$ cat config.mk
export PLATFORM = sky130hd
export DESIGN_NAME = token_scanner
export DESIGN_NICKNAME = d
export VERILOG_FILES = /design/src/design/tksc_pkg.sv /design/src/design/tksc_front.sv /design/src/design/tksc_back.sv /design/src/design/token_scanner.sv
export SDC_FILE = /design/constraint.sdc
export NUM_CORES = 1
export LEC_CHECK = 0
export BUFFER_PORTS_ARGS = -buffer_cell sky130_fd_sc_hd__buf_2
export CAP_MARGIN = 10
export CORE_MARGIN = 1
export CORE_UTILIZATION = 26
export CTS_CLUSTER_SIZE = 12
export DETAILED_ROUTE_END_ITERATION = 6
export HOLD_SLACK_MARGIN = 0.06
export MAX_ROUTING_LAYER = met4
export PLACE_DENSITY = 0.41
export RECOVER_POWER = 25
export REMOVE_ABC_BUFFERS = 1
export SYNTH_ARGS = -nofsm -noshare
export SYNTH_HDL_FRONTEND = slang
export SYNTH_SLANG_ARGS = --single-unit
$ cat constraint.sdc
create_clock -name clk -period 14.3 [get_ports clk]
set_clock_uncertainty 0.05 [all_clocks]
set_input_delay 2.86 -clock clk [delete_from_list [all_inputs] [get_ports clk]]
set_output_delay 2.86 -clock clk [all_outputs]
set_load 0.05 [all_outputs]
$ cat src/design/tksc_pkg.sv
// Types, codes and keyword tables shared by the token scanner modules.
package tksc_pkg;

  localparam int unsigned NumKw = 22;

  typedef struct packed {
    logic [20:0] code_point;
    logic        end_of_input;
  } in_item_t;

  typedef struct packed {
    logic [1:0]  kind;
    logic [20:0] lexeme_char;
    logic [5:0]  token_kind;
    logic [2:0]  error_code;
    logic        last_of_run;
  } out_item_t;

  // Up to three results from one input, decided in the front end.
  typedef struct packed {
    logic [1:0]  count;
    out_item_t   r0;
    out_item_t   r1;
    out_item_t   r2;
  } bundle_t;

  localparam logic [1:0] KIND_CHAR = 2'd0;
  localparam logic [1:0] KIND_END  = 2'd1;
  localparam logic [1:0] KIND_ERR  = 2'd2;

  localparam logic [5:0] TK_END     = 6'd0;
  localparam logic [5:0] TK_WS      = 6'd1;
  localparam logic [5:0] TK_LINE    = 6'd2;
  localparam logic [5:0] TK_EQ      = 6'd3;
  localparam logic [5:0] TK_COLON   = 6'd4;
  localparam logic [5:0] TK_COMMA   = 6'd5;
  localparam logic [5:0] TK_LBRACE  = 6'd6;
  localparam logic [5:0] TK_RBRACE  = 6'd7;
  localparam logic [5:0] TK_LPAREN  = 6'd8;
  localparam logic [5:0] TK_RPAREN  = 6'd9;
  localparam logic [5:0] TK_STRING  = 6'd10;
  localparam logic [5:0] TK_NAME    = 6'd11;
  localparam logic [5:0] TK_INT     = 6'd12;
  localparam logic [5:0] TK_REAL    = 6'd13;
  localparam logic [5:0] TK_LCOM    = 6'd14;
  localparam logic [5:0] TK_MCOM    = 6'd15;
  localparam logic [5:0] TK_KW_BASE = 6'd16;
  localparam logic [5:0] TK_BOOL    = 6'd36;

  localparam logic [2:0] ERR_CHAR   = 3'd0;
  localparam logic [2:0] ERR_ESC    = 3'd1;
  localparam logic [2:0] ERR_STR    = 3'd2;
  localparam logic [2:0] ERR_COM    = 3'd3;
  localparam logic [2:0] ERR_EXP    = 3'd4;
  localparam logic [2:0] ERR_SLASH  = 3'd5;

  localparam logic [3:0] KwLen [NumKw] = '{
    4'd5, 4'd11, 4'd5, 4'd7, 4'd10, 4'd6, 4'd9, 4'd6, 4'd6, 4'd8, 4'd3,
    4'd8, 4'd8, 4'd6, 4'd6, 4'd3, 4'd3, 4'd2, 4'd11, 4'd4, 4'd4, 4'd5
  };

  // Keyword text, 11 bytes each, first character in the top byte.
  localparam logic [87:0] KwText [NumKw] = '{
    "class      ", "constructor", "entry      ", "extends    ",
    "implements ", "method     ", "procedure  ", "native     ",
    "return     ", "variable   ", "add        ", "subtract   ",
    "multiply   ", "divide     ", "negate     ", "not        ",
    "and        ", "or         ", "concatenate", "void       ",
    "true       ", "false      "
  };

  function automatic logic [7:0] kw_char(input int unsigned k, input logic [3:0] p);
    logic [87:0] t;
    t = KwText[k];
    return t[87 - 8 * int'(p) -: 8];
  endfunction

  function automatic out_item_t mk_char(input logic [20:0] c);
    out_item_t r;
    r = '0;
    r.kind = KIND_CHAR;
    r.lexeme_char = c;
    return r;
  endfunction

  function automatic out_item_t mk_end(input logic [5:0] tk);
    out_item_t r;
    r = '0;
    r.kind = KIND_END;
    r.token_kind = tk;
    return r;
  endfunction

  function automatic out_item_t mk_err(input logic [2:0] ec);
    out_item_t r;
    r = '0;
    r.kind = KIND_ERR;
    r.error_code = ec;
    return r;
  endfunction

endpackage

$ cat src/design/tksc_front.sv
// Front end: scanner state machine that turns each beat into a result bundle.
module tksc_front (
  input  logic               clk,
  input  logic               rst_n,
  input  logic               in_valid,
  output logic               in_stall,
  input  tksc_pkg::in_item_t in_data,
  output logic               bq_valid,
  input  logic               bq_full,
  output tksc_pkg::bundle_t  bq_data
);

  typedef enum logic [14:0] {
    M_START = 15'b000000000000001,
    M_WS    = 15'b000000000000010,
    M_CR    = 15'b000000000000100,
    M_STR   = 15'b000000000001000,
    M_ESC   = 15'b000000000010000,
    M_NAME  = 15'b000000000100000,
    M_INT   = 15'b000000001000000,
    M_FRAC  = 15'b000000010000000,
    M_ESIGN = 15'b000000100000000,
    M_EDIG1 = 15'b000001000000000,
    M_EXP   = 15'b000010000000000,
    M_SLASH = 15'b000100000000000,
    M_LCOM  = 15'b001000000000000,
    M_MCOM  = 15'b010000000000000,
    M_MSTAR = 15'b100000000000000
  } mode_t;

  mode_t                          mode_r, mode_nxt;
  logic [tksc_pkg::NumKw-1:0]     cand_r, cand_nxt;
  logic [3:0]                     pos_r, pos_nxt;
  logic                           hold_r, hold_nxt;

  tksc_pkg::out_item_t res [3];
  logic [1:0]          cnt;
  logic                fire;
  logic [20:0]         c;

  assign in_stall = bq_full;
  assign fire     = in_valid && !bq_full;
  assign c        = in_data.code_point;

  function automatic logic is_alpha(input logic [20:0] x);
    return (x >= 21'h41 && x <= 21'h5A) || (x >= 21'h61 && x <= 21'h7A);
  endfunction

  function automatic logic is_digit(input logic [20:0] x);
    return x >= 21'h30 && x <= 21'h39;
  endfunction

  // Keyword narrowing for one name character at position p.
  function automatic logic [tksc_pkg::NumKw-1:0] narrow(
    input logic [tksc_pkg::NumKw-1:0] cd, input logic [3:0] p, input logic [20:0] x);
    logic [tksc_pkg::NumKw-1:0] r;
    r = cd;
    for (int i = 0; i < tksc_pkg::NumKw; i++) begin
      if (p >= tksc_pkg::KwLen[i] || x != {13'd0, tksc_pkg::kw_char(i, p)}) r[i] = 1'b0;
    end
    return r;
  endfunction

  function automatic logic [5:0] name_kind(
    input logic [tksc_pkg::NumKw-1:0] cd, input logic [3:0] p);
    logic [5:0] k;
    k = tksc_pkg::TK_NAME;
    for (int i = tksc_pkg::NumKw - 1; i >= 0; i--) begin
      if (cd[i] && tksc_pkg::KwLen[i] == p) begin
        k = (i < 20) ? tksc_pkg::TK_KW_BASE + 6'(i) : tksc_pkg::TK_BOOL;
      end
    end
    return k;
  endfunction

  always_comb begin
    tksc_pkg::out_item_t tmp;
    logic start;
    res[0] = '0;
    res[1] = '0;
    res[2] = '0;
    cnt = 2'd0;
    mode_nxt = mode_r;
    cand_nxt = cand_r;
    pos_nxt = pos_r;
    hold_nxt = hold_r;
    start = 1'b0;
    tmp = '0;
    if (in_data.end_of_input) begin
      if (!hold_r) begin
        case (mode_r)
          M_WS:    begin res[0] = tksc_pkg::mk_end(tksc_pkg::TK_WS); cnt = 2'd1; end
          M_CR:    begin res[0] = tksc_pkg::mk_end(tksc_pkg::TK_LINE); cnt = 2'd1; end
          M_NAME:  begin res[0] = tksc_pkg::mk_end(name_kind(cand_r, pos_r)); cnt = 2'd1; end
          M_INT:   begin res[0] = tksc_pkg::mk_end(tksc_pkg::TK_INT); cnt = 2'd1; end
          M_FRAC, M_EXP: begin res[0] = tksc_pkg::mk_end(tksc_pkg::TK_REAL); cnt = 2'd1; end
          M_LCOM:  begin res[0] = tksc_pkg::mk_end(tksc_pkg::TK_LCOM); cnt = 2'd1; end
          M_STR:   begin res[0] = tksc_pkg::mk_err(tksc_pkg::ERR_STR); cnt = 2'd1; end
          M_ESC:   begin res[0] = tksc_pkg::mk_err(tksc_pkg::ERR_ESC); cnt = 2'd1; end
          M_ESIGN, M_EDIG1: begin res[0] = tksc_pkg::mk_err(tksc_pkg::ERR_EXP); cnt = 2'd1; end
          M_SLASH: begin res[0] = tksc_pkg::mk_err(tksc_pkg::ERR_SLASH); cnt = 2'd1; end
          M_MCOM, M_MSTAR: begin res[0] = tksc_pkg::mk_err(tksc_pkg::ERR_COM); cnt = 2'd1; end
          default: ;
        endcase
        if (cnt == 2'd0 || res[0].kind != tksc_pkg::KIND_ERR) begin
          res[cnt] = tksc_pkg::mk_end(tksc_pkg::TK_END);
          cnt = cnt + 2'd1;
        end
      end
      mode_nxt = M_START;
      cand_nxt = '1;
      pos_nxt = '0;
      hold_nxt = 1'b0;
    end else if (!hold_r) begin
      case (mode_r)
        M_WS: begin
          if (!(c == 21'h20 || c == 21'h09)) begin
            res[0] = tksc_pkg::mk_end(tksc_pkg::TK_WS); cnt = 2'd1; start = 1'b1;
          end
        end
        M_CR: begin
          res[0] = tksc_pkg::mk_end(tksc_pkg::TK_LINE); cnt = 2'd1;
          if (c == 21'h0A) mode_nxt = M_START;
          else start = 1'b1;
        end
        M_STR: begin
          if (c == 21'h5C) mode_nxt = M_ESC;
          else if (c == 21'h22) begin
            res[0] = tksc_pkg::mk_end(tksc_pkg::TK_STRING); cnt = 2'd1; mode_nxt = M_START;
          end else begin
            res[0] = tksc_pkg::mk_char(c); cnt = 2'd1;
          end
        end
        M_ESC: begin
          mode_nxt = M_STR;
          cnt = 2'd1;
          if (c == 21'h22 || c == 21'h5C) res[0] = tksc_pkg::mk_char(c);
          else if (c == 21'h6E) res[0] = tksc_pkg::mk_char(21'h0A);
          else if (c == 21'h72) res[0] = tksc_pkg::mk_char(21'h0D);
          else begin
            res[0] = tksc_pkg::mk_err(tksc_pkg::ERR_ESC); hold_nxt = 1'b1; mode_nxt = M_START;
          end
        end
        M_NAME: begin
          if (c == 21'h5F || is_alpha(c) || is_digit(c)) begin
            res[0] = tksc_pkg::mk_char(c); cnt = 2'd1;
            cand_nxt = narrow(cand_r, pos_r, c);
            pos_nxt = (pos_r == 4'd15) ? 4'd15 : pos_r + 4'd1;
          end else begin
            res[0] = tksc_pkg::mk_end(name_kind(cand_r, pos_r)); cnt = 2'd1; start = 1'b1;
          end
        end
        M_INT: begin
          cnt = 2'd1;
          if (is_digit(c)) res[0] = tksc_pkg::mk_char(c);
          else if (c == 21'h2E) begin
            res[0] = tksc_pkg::mk_char(c); mode_nxt = M_FRAC;
          end else begin
            res[0] = tksc_pkg::mk_end(tksc_pkg::TK_INT); start = 1'b1;
          end
        end
        M_FRAC: begin
          cnt = 2'd1;
          if (is_digit(c)) res[0] = tksc_pkg::mk_char(c);
          else if (c == 21'h65 || c == 21'h45) begin
            res[0] = tksc_pkg::mk_char(c); mode_nxt = M_ESIGN;
          end else begin
            res[0] = tksc_pkg::mk_end(tksc_pkg::TK_REAL); start = 1'b1;
          end
        end
        M_ESIGN: begin
          cnt = 2'd1;
          if (c == 21'h2B || c == 21'h2D) begin
            res[0] = tksc_pkg::mk_char(c); mode_nxt = M_EDIG1;
          end else if (is_digit(c)) begin
            res[0] = tksc_pkg::mk_char(c); mode_nxt = M_EXP;
          end else begin
            res[0] = tksc_pkg::mk_err(tksc_pkg::ERR_EXP); hold_nxt = 1'b1; mode_nxt = M_START;
          end
        end
        M_EDIG1: begin
          cnt = 2'd1;
          if (is_digit(c)) begin
            res[0] = tksc_pkg::mk_char(c); mode_nxt = M_EXP;
          end else begin
            res[0] = tksc_pkg::mk_err(tksc_pkg::ERR_EXP); hold_nxt = 1'b1; mode_nxt = M_START;
          end
        end
        M_EXP: begin
          cnt = 2'd1;
          if (is_digit(c)) res[0] = tksc_pkg::mk_char(c);
          else begin
            res[0] = tksc_pkg::mk_end(tksc_pkg::TK_REAL); start = 1'b1;
          end
        end
        M_SLASH: begin
          if (c == 21'h2A) mode_nxt = M_MCOM;
          else if (c == 21'h2F) mode_nxt = M_LCOM;
          else begin
            res[0] = tksc_pkg::mk_err(tksc_pkg::ERR_SLASH); cnt = 2'd1;
            hold_nxt = 1'b1; mode_nxt = M_START;
          end
        end
        M_LCOM: begin
          cnt = 2'd1;
          if (c == 21'h0D || c == 21'h0A) begin
            res[0] = tksc_pkg::mk_end(tksc_pkg::TK_LCOM); start = 1'b1;
          end else res[0] = tksc_pkg::mk_char(c);
        end
        M_MCOM: begin
          if (c == 21'h2A) mode_nxt = M_MSTAR;
        end
        M_MSTAR: begin
          cnt = 2'd1;
          if (c == 21'h2F) begin
            res[0] = tksc_pkg::mk_end(tksc_pkg::TK_MCOM); mode_nxt = M_START;
          end else begin
            res[0] = tksc_pkg::mk_char(21'h2A);
            mode_nxt = (c == 21'h2A) ? M_MSTAR : M_MCOM;
          end
        end
        default: start = 1'b1;
      endcase
      if (start) begin
        mode_nxt = M_START;
        case (c)
          21'h20, 21'h09: mode_nxt = M_WS;
          21'h0D: mode_nxt = M_CR;
          21'h0A: begin res[cnt] = tksc_pkg::mk_end(tksc_pkg::TK_LINE); cnt = cnt + 2'd1; end
          21'h3D, 21'h3A, 21'h2C, 21'h7B, 21'h7D, 21'h28, 21'h29: begin
            res[cnt] = tksc_pkg::mk_char(c);
            case (c)
              21'h3D:  tmp = tksc_pkg::mk_end(tksc_pkg::TK_EQ);
              21'h3A:  tmp = tksc_pkg::mk_end(tksc_pkg::TK_COLON);
              21'h2C:  tmp = tksc_pkg::mk_end(tksc_pkg::TK_COMMA);
              21'h7B:  tmp = tksc_pkg::mk_end(tksc_pkg::TK_LBRACE);
              21'h7D:  tmp = tksc_pkg::mk_end(tksc_pkg::TK_RBRACE);
              21'h28:  tmp = tksc_pkg::mk_end(tksc_pkg::TK_LPAREN);
              default: tmp = tksc_pkg::mk_end(tksc_pkg::TK_RPAREN);
            endcase
            res[cnt + 2'd1] = tmp;
            cnt = cnt + 2'd2;
          end
          21'h22: mode_nxt = M_STR;
          21'h2F: mode_nxt = M_SLASH;
          default: begin
            if (c == 21'h5F || is_alpha(c)) begin
              res[cnt] = tksc_pkg::mk_char(c); cnt = cnt + 2'd1;
              cand_nxt = narrow('1, 4'd0, c);
              pos_nxt = 4'd1;
              mode_nxt = M_NAME;
            end else if (is_digit(c)) begin
              res[cnt] = tksc_pkg::mk_char(c); cnt = cnt + 2'd1;
              mode_nxt = M_INT;
            end else begin
              res[cnt] = tksc_pkg::mk_err(tksc_pkg::ERR_CHAR); cnt = cnt + 2'd1;
              hold_nxt = 1'b1;
            end
          end
        endcase
      end
    end
    if (cnt != 2'd0) res[cnt - 2'd1].last_of_run = 1'b1;
  end

  assign bq_valid     = fire && cnt != 2'd0;
  assign bq_data.count = cnt;
  assign bq_data.r0   = res[0];
  assign bq_data.r1   = res[1];
  assign bq_data.r2   = res[2];

  always_ff @(posedge clk) begin
    if (!rst_n) begin
      mode_r <= M_START;
      cand_r <= '1;
      pos_r  <= '0;
      hold_r <= 1'b0;
    end else if (fire) begin
      mode_r <= mode_nxt;
      cand_r <= cand_nxt;
      pos_r  <= pos_nxt;
      hold_r <= hold_nxt;
    end
  end

`ifndef SYNTHESIS
  a_hold_idle: assert property (@(posedge clk) disable iff (!rst_n)
    hold_r |-> mode_r == M_START) else $error("error hold outside start mode");
  a_hold_quiet: assert property (@(posedge clk) disable iff (!rst_n)
    (hold_r && !in_data.end_of_input) |-> !bq_valid) else $error("result during hold");
  a_end_clears: assert property (@(posedge clk) disable iff (!rst_n)
    (fire && in_data.end_of_input) |=> (!hold_r && pos_r == 4'd0))
    else $error("end mark did not reset");
`endif

endmodule

$ cat src/design/tksc_back.sv
// Back end: bundle queue and serializer that hands results out one beat at a time.
module tksc_back #(
  parameter int unsigned Depth = 4
) (
  input  logic                clk,
  input  logic                rst_n,
  input  logic                bq_valid,
  output logic                bq_full,
  input  tksc_pkg::bundle_t   bq_data,
  output logic                out_valid,
  input  logic                out_stall,
  output tksc_pkg::out_item_t out_data
);

  localparam int unsigned Aw = (Depth > 1) ? $clog2(Depth) : 1;

  tksc_pkg::bundle_t mem_r [Depth];
  logic [Aw-1:0]     wp_r, wp_nxt, rp_r, rp_nxt;
  logic [Aw:0]       cnt_r, cnt_nxt;
  logic [1:0]        sel_r, sel_nxt;
  logic              push, pop, take;
  tksc_pkg::bundle_t head;

  assign bq_full   = cnt_r == Aw'(0) + (Aw+1)'(Depth);
  assign push      = bq_valid && !bq_full;
  assign head      = mem_r[rp_r];
  assign out_valid = cnt_r != '0;
  assign take      = out_valid && !out_stall;
  assign pop       = take && (sel_r + 2'd1 == head.count);

  always_comb begin
    case (sel_r)
      2'd0:    out_data = head.r0;
      2'd1:    out_data = head.r1;
      default: out_data = head.r2;
    endcase
    // Advance within the bundle, drop it after its last result.
    sel_nxt = pop ? 2'd0 : (take ? sel_r + 2'd1 : sel_r);
    wp_nxt  = push ? ((wp_r == Aw'(Depth - 1)) ? '0 : wp_r + Aw'(1)) : wp_r;
    rp_nxt  = pop ? ((rp_r == Aw'(Depth - 1)) ? '0 : rp_r + Aw'(1)) : rp_r;
    cnt_nxt = cnt_r + (Aw+1)'(push) - (Aw+1)'(pop);
  end

  always_ff @(posedge clk) begin
    if (push) mem_r[wp_r] <= bq_data;
  end

  always_ff @(posedge clk) begin
    if (!rst_n) begin
      wp_r  <= '0;
      rp_r  <= '0;
      cnt_r <= '0;
      sel_r <= '0;
    end else begin
      wp_r  <= wp_nxt;
      rp_r  <= rp_nxt;
      cnt_r <= cnt_nxt;
      sel_r <= sel_nxt;
    end
  end

`ifndef SYNTHESIS
  a_bound: assert property (@(posedge clk) disable iff (!rst_n)
    cnt_r <= (Aw+1)'(Depth)) else $error("queue overflow");
  a_sel: assert property (@(posedge clk) disable iff (!rst_n)
    out_valid |-> sel_r < head.count) else $error("result index beyond bundle");
  a_last: assert property (@(posedge clk) disable iff (!rst_n)
    take |-> (out_data.last_of_run == pop)) else $error("last mark out of step");
`endif

endmodule

$ cat src/design/token_scanner.sv
// Top level of the streaming token scanner: front end plus result queue.
// A beat's results are registered in the bundle queue, then offered.
// Throughput: one input beat per cycle while the bundle queue has room; the
//   output side drains one result per cycle unless stalled, so bursts of up to
//   three results per input are absorbed by the QueueDepth-entry queue.
// Reset: synchronous active-low rst_n clears scan state and empties the queue.
module token_scanner #(
  parameter int unsigned QueueDepth = 4
) (
  input  logic                clk,
  input  logic                rst_n,
  input  logic                in_valid,
  output logic                in_stall,
  input  tksc_pkg::in_item_t  in_data,
  output logic                out_valid,
  input  logic                out_stall,
  output tksc_pkg::out_item_t out_data
);

  // Bundle handoff between the scanner and the serializer.
  logic              bq_valid;
  logic              bq_full;
  tksc_pkg::bundle_t bq_data;

  // Classify each beat and compute all of its results combinationally.
  tksc_front u_front (
    .clk      (clk),
    .rst_n    (rst_n),
    .in_valid (in_valid),
    .in_stall (in_stall),
    .in_data  (in_data),
    .bq_valid (bq_valid),
    .bq_full  (bq_full),
    .bq_data  (bq_data)
  );

  // Queue bundles and emit their results one beat at a time.
  tksc_back #(.Depth(QueueDepth)) u_back (
    .clk       (clk),
    .rst_n     (rst_n),
    .bq_valid  (bq_valid),
    .bq_full   (bq_full),
    .bq_data   (bq_data),
    .out_valid (out_valid),
    .out_stall (out_stall),
    .out_data  (out_data)
  );

endmodule
* Yosys cells after proc, flatten, opt, wreduce, memory -nomap -nowiden *
Memories as Yosys holds them, arrays and structs flattened. A register that Yosys moved wholly into a read port is not among the register bits.
Cells that the tools add are included.

storage, ports and cells
  memories kept = 1
  RAM bits = 404
  bits in registers = 51
  output and inout port bits = 35

memories
  name          depth  width  rd ports  clocked after memory_dff  wr ports  RTL line         source
  u_back.mem_r  4      101    1         1                         1         tksc_back.sv:17  tksc_pkg::bundle_t mem_r [Depth];

operators by class
  add/subtract/negate cells = 11
  mux-type cells = 194
  equality and inequality tests = 98
  bitwise logic cells = 14
  reductions and logical operators = 86
  shifts and indexed selects = 22
  order comparisons = 24

operators by type and width
  cell                                                                          count
  95-bit by 32-bit indexed part select with 8-bit output, first input constant  22
  99-bit 2-to-1 mux                                                             8
  33-bit 2-to-1 mux                                                             21
  21-bit by 8-bit != test with 1-bit output                                     22
  33-bit case mux with 13 select lines                                          1
  33-bit case mux with 11 select lines                                          1
  99-bit bitwise mux                                                            3
  99-bit case mux with 3 select lines                                           1
  21-bit by 7-bit != test with 1-bit output, second input constant              14
  15-bit 2-to-1 mux                                                             18
  33-bit demux with 2-bit select                                                4
  32-bit 2-to-1 mux                                                             8
  21-bit by 6-bit == test with 1-bit output, second input constant              12
  96-bit bitwise AND                                                            2
  96-bit NOT                                                                    2
  21-bit by 7-bit == test with 1-bit output, second input constant              8
  22-bit 2-to-1 mux                                                             7
  15-bit case mux with 10 select lines                                          1
  6-bit 2-to-1 mux                                                              22
  93-bit bitwise AND                                                            1
  93-bit NOT                                                                    1
  15-bit case mux with 5 select lines                                           1
  1-bit 2-to-1 mux                                                              66
  33-bit case mux with 2 select lines                                           1
  73 further kinds                                                              202

* Depth between registers and ports, before layout *
  depth after elaboration = 40
  gate-level depth with buffers = 16
  gate-level depth less buffers = 14

* By module *
Synthesis repeated with hierarchy kept, for this count alone.

second synthesis, totals
  cells, all modules = 1984
  area, all modules = 24001.8 µm²

modules (own cells, without submodules)
  module      cells each  area an instance (µm²)  instances
  tksc_back   702         15695.1                 1
  tksc_front  1282        8306.7                  1

* Worst setup path before layout *
OpenSTA, ideal clock, no wires.

  kind = input port to flip-flop
  start point = input port in_data[1] in the netlist's numbering
  end point = memory u_back.mem_r[0][0] in the netlist's numbering (enable)
  cell stages on the path = 10
  data required time = 13.815 ns
  library setup time = 0.435 ns
  data arrival time = 6.531 ns
  path slack = 7.284 ns
  cell sequence = buf_2 -> or4_4 -> a21oi_1 -> o21ai_1 -> a221oi_2 -> o21ai_0 -> nand3_2 -> nand2_1 -> a311oi_4 -> and2_1

between the ends
  longest elaborated chain between the ends = 17
  elaborated cells between the ends (all ways) = 66
  classes of those cells = 2 x add/sub; 6 x order compare; 19 x eq/ne; 25 x mux; 14 x reduce/logical

ends and longest elaborated chain
  item                                                                                                                                  RTL line                              source
  start, declared                                                                                                                       token_scanner.sv:14                   input tksc_pkg::in_item_t in_data,
  21-bit by 7-bit >= comparator with 1-bit output / 21-bit by 7-bit less-or-equal comparator with 1-bit output (equally long branches)  tksc_front.sv:46                      return (x >= 21'h41 && x <= 21'h5A) || (x >= 21'h61 && x <= 21'h7A);
  1-bit logical AND                                                                                                                     tksc_front.sv:46
  1-bit logical OR                                                                                                                      tksc_front.sv:46
  1-bit logical OR                                                                                                                      tksc_front.sv:145, tksc_front.sv:247
  1-bit logical OR                                                                                                                      tksc_front.sv:145                     if (c == 21'h5F || is_alpha(c) || is_digit(c)) begin
  1-bit 2-to-1 mux                                                                                                                      tksc_front.sv:145
  1-bit case mux with 8 select lines                                                                                                    tksc_front.sv:115                     case (mode_r)
  1-bit 2-to-1 mux                                                                                                                      tksc_front.sv:114                     end else if (!hold_r) begin
  (+2 left out)                                                                                                                         n/a
  2-bit 2-to-1 mux (*)                                                                                                                  tksc_front.sv:114
  2-bit 2-to-1 mux (*)                                                                                                                  tksc_front.sv:89                      if (in_data.end_of_input) begin
  2-bit nonzero test (*)                                                                                                                tksc_front.sv:266                     assign bq_valid = fire && cnt != 2'd0;
  1-bit logical AND (*)                                                                                                                 tksc_front.sv:266
  1-bit logical AND (*)                                                                                                                 tksc_back.sv:25                       assign push = bq_valid && !bq_full;
  via u_back.push                                                                                                                       tksc_back.sv:21                       logic push, pop, take;
  1-bit 2-to-1 mux (*)                                                                                                                  tksc_back.sv:45                       if (push) mem_r[wp_r] <= bq_data;
  1-bit 2-to-1 mux (not written as such) (*)                                                                                            tksc_back.sv:45
  end, declared                                                                                                                         tksc_back.sv:17

The timed path passes the listed nets; every way through them passes the cells marked *. The select of a mux whose other input is x is not followed.

* Worst setup path in the final report *
  start point = input port in_data[2] in the netlist's numbering
  end point = memory u_back.mem_r[3][74] in the netlist's numbering (enable)

The elaborated chain is that of the path after synthesis.

==> flow_summary.ini <==
[outcome]
status = finished with violations
violations = capacitance limit, slew limit

[timing]
rsz0062_at_grt = no
period_minus_slack_ps = 9210
setup_violations = 0
slew_viol_final = 84
fmax_mhz = 109
timing.slew.headroom_pct = -87.2
worst_pin_slew_ps = 2810
hold_ws_ps = 418
period_share_pct = 64.4
setup_tns_ps = 0
hold_violations = 0

[job]
maxCapViolations = 2

[synth]
synth_flop_cell = edfxtp_1
synth_seq_cells = 329
synthArstFlopShare_pct = 0
synth-edff-count = 276
synth_top_area_share_pct = 44.2
yosysSeqAreaShare_pct = 49.9
synth.top_cells.by_area = edfxtp_1, mux4_2, dfxtp_1
netlist_instances = 1677
synth_top_area_cell = edfxtp_1
yosysUniqueCellTypes = 103
yosys_warnings = 0
postSynthAreaPerCell_sq_um = 11.2
netlist_area_sq_um = 18700

[finish]
final_common_cell = edfxtp_1
stdcell_count = 2704
drive_gt1_share_pct = 13.9
fin_nets = 1766
area_growth_pct = 12.8
antenna_cells = 0
fin_area_sq_um = 21100
final_cell_mix = edfxtp_1, nor2_1, nand2_1, o21ai_0, a21oi_1

[power]
p_sw_uw = 966
clkPwrFrac_pct = 32.6
irDropWorstVdd_mv = 0.0712
p_int_uw = 1880
swShare_pct = 33.9
pwr-share-comb_pct = 26.8
power_density_nw_per_um2 = 135
pwr-share-seq_pct = 40.5
p_total_uw = 2850
leakage_uw = 0.00702

[grt]
grt_pass1_wl_um = 97300
grt_util_met3_pct = 2.20
grt-ovfl-total = 0
grt-busiest-layer = met2
grt_max_degree = 60
antenna_found_initial = 1
grt_pass1_vias = 14200
grt_use_met1_pct = 24.5
grt_util_met2_pct = 28.2
grt_usage_pct = 18.1

[place]
hpwl_um = 44100
place_congestion = 0.944
port_buffers = 60
numPlacedInstances = 2634
placed_cell_area_sq_um = 20100

[critical_path]
setup.worst_path.end_class = register
crit_top_cell = o21ai_0
required_ps = 14420
arrival_ps = 9330
worstPathMaxFanout = 51
path_class = in2reg
cpMaxStageDelayCell = clkbuf_1
rrSetupSlack_ps = 9000
cp_cell_sequence = buf_2 -> clkbuf_1 -> o21ai_0 -> and3_1 -> a221oi_1 -> o21ai_0 -> nand3_1 -> nand2_1 -> a311oi_1 -> and2_4 -> buf_4
start_kind = primary input
slowest_delay_ps = 1960

[clock_tree]
cts_sinks = 329
numCtsBuffers = 40
cts_tree = built
insertion_delay_ps = 550
cts_resized = 0
htree_levels = 2
clockBufferDepth = 3
postCtsSetupBuffers = 0
root_buffer = clkbuf_16
clk_pin_slew_worst_paths_ps = 60
postCtsHoldBufs = 0

[detailed_routing]
dr_total_vias = 14300
initialDrtViolationCount = 1272
post_drt_via_cell_ratio = 5.29
drc = 0
first_pass_iters = 6
post_drt_wl_per_cell_um = 24.1
wl_um = 65300
antenna_left = 0

[floorplan]
die_h_um = 270
placementRows = 98
initial_core_util_pct = 26.3
die_w_um = 270
pin_count = 61
core_area_sq_um = 71400
die_area_sq_um = 73100

[hold_path]
hold_path.class = reg2reg
[per-stage QoR]
step,util [%],setup slack (ps)
2_1_floorplan,-,6830
3_3_place_gp,28.2,6790
3_5_place_dp,28.2,6830
4_1_cts,29.8,7400
5_1_grt,29.6,4850
6_report,29.6,5090
[cell usage after synthesis, types with 28 or more instances]
| master | n |
|---|---|
| edfxtp_1 | 276 |
| nor2_1 | 108 |
| nand2_1 | 101 |
| o21ai_0 | 95 |
| a21oi_1 | 86 |
| clkbuf_1 | 83 |
| mux4_2 | 69 |
| nand3_1 | 62 |
| xnor2_1 | 56 |
| dfxtp_1 | 53 |
| nor3_1 | 46 |
| a31oi_1 | 38 |
| inv_1 | 34 |
| buf_1 | 31 |
| and2_1 | 30 |
| and3_1 | 30 |
| nor2b_1 | 28 |
[area by class of cell]
type                            instances  area [sq um]
Fill cell                            7515         50200
Sequential cell                       329          9360
Multi-Input combinational cell       1225          8780
Tap cell                              950          1190
Clock buffer                           51          1040
Timing Repair Buffer                   93           512
Inverter                               37           139
Clock inverter                         19           128
[flip-flops by register name, indices dropped and copies added, names as in the netlist, named ones only]
register	count
u_front.pos_r	4
u_front.hold_r	1
u_front.cand_r	22
u_back.sel_r	2
u_back.mem_r	276
u_back.rp_r	2
u_back.cnt_r	3
u_front.mode_r	15
u_back.wp_r	2
[logic make-up (layout without fill, tap and decap cells)]
| family | after synthesis | count (layout) | synth area share [%] |
|---|---|---|---|
| simple gates | 568 | 568 | 17.0 |
| compound gates | 423 | 423 | 15.3 |
| flops | 329 | 329 | 49.9 |
| buf+inv | 178 | 200 | 3.97 |
| xor+xnor | 83 | 83 | 3.88 |
| mux | 81 | 81 | 8.94 |
| fa+ha+maj | 14 | 14 | 0.975 |
| other cells | 1 | 56 | 0.0200 |
[critical path, delay by kind of cell]
family / cells / cell delay [ps]
compound gates: 4 / 2180
simple gates: 4 / 1460
buf+inv: 3 / 2720
[power by group through the flow]
stage | combinational [uW] | clock [uW] | sequential, uW
after floorplan | 542 | 0 | 1180
after global placement | 794 | 0 | 1180
after detailed placement | 792 | 0 | 1180
after CTS | 795 | 958 | 1160
after global routing | 818 | 995 | 1160
final | 764 | 930 | 1150
[final timing paths]
check                     startpoint                  end  depth (start not counted)
setup reg to reg   u_front.mode_r[8]  u_back.mem_r[3][74]                         10
hold reg to reg   u_front.cand_r[21]   u_front.cand_r[21]                          1
setup / recovery          in_data[2]  u_back.mem_r[3][74]                         11
hold / removal    u_front.cand_r[21]   u_front.cand_r[21]                          1
[layer usage]
| layer | up-vias | routed length (um) |
|---|---|---|
| li1 | 6509 | - |
| met1 | 7202 | 30000 |
| met2 | 473 | 30200 |
| met3 | 114 | 3180 |
| met4 | 0 | 1930 |
| met5 | - | 0 |
Note: power is estimated with default switching activity, not from simulation.
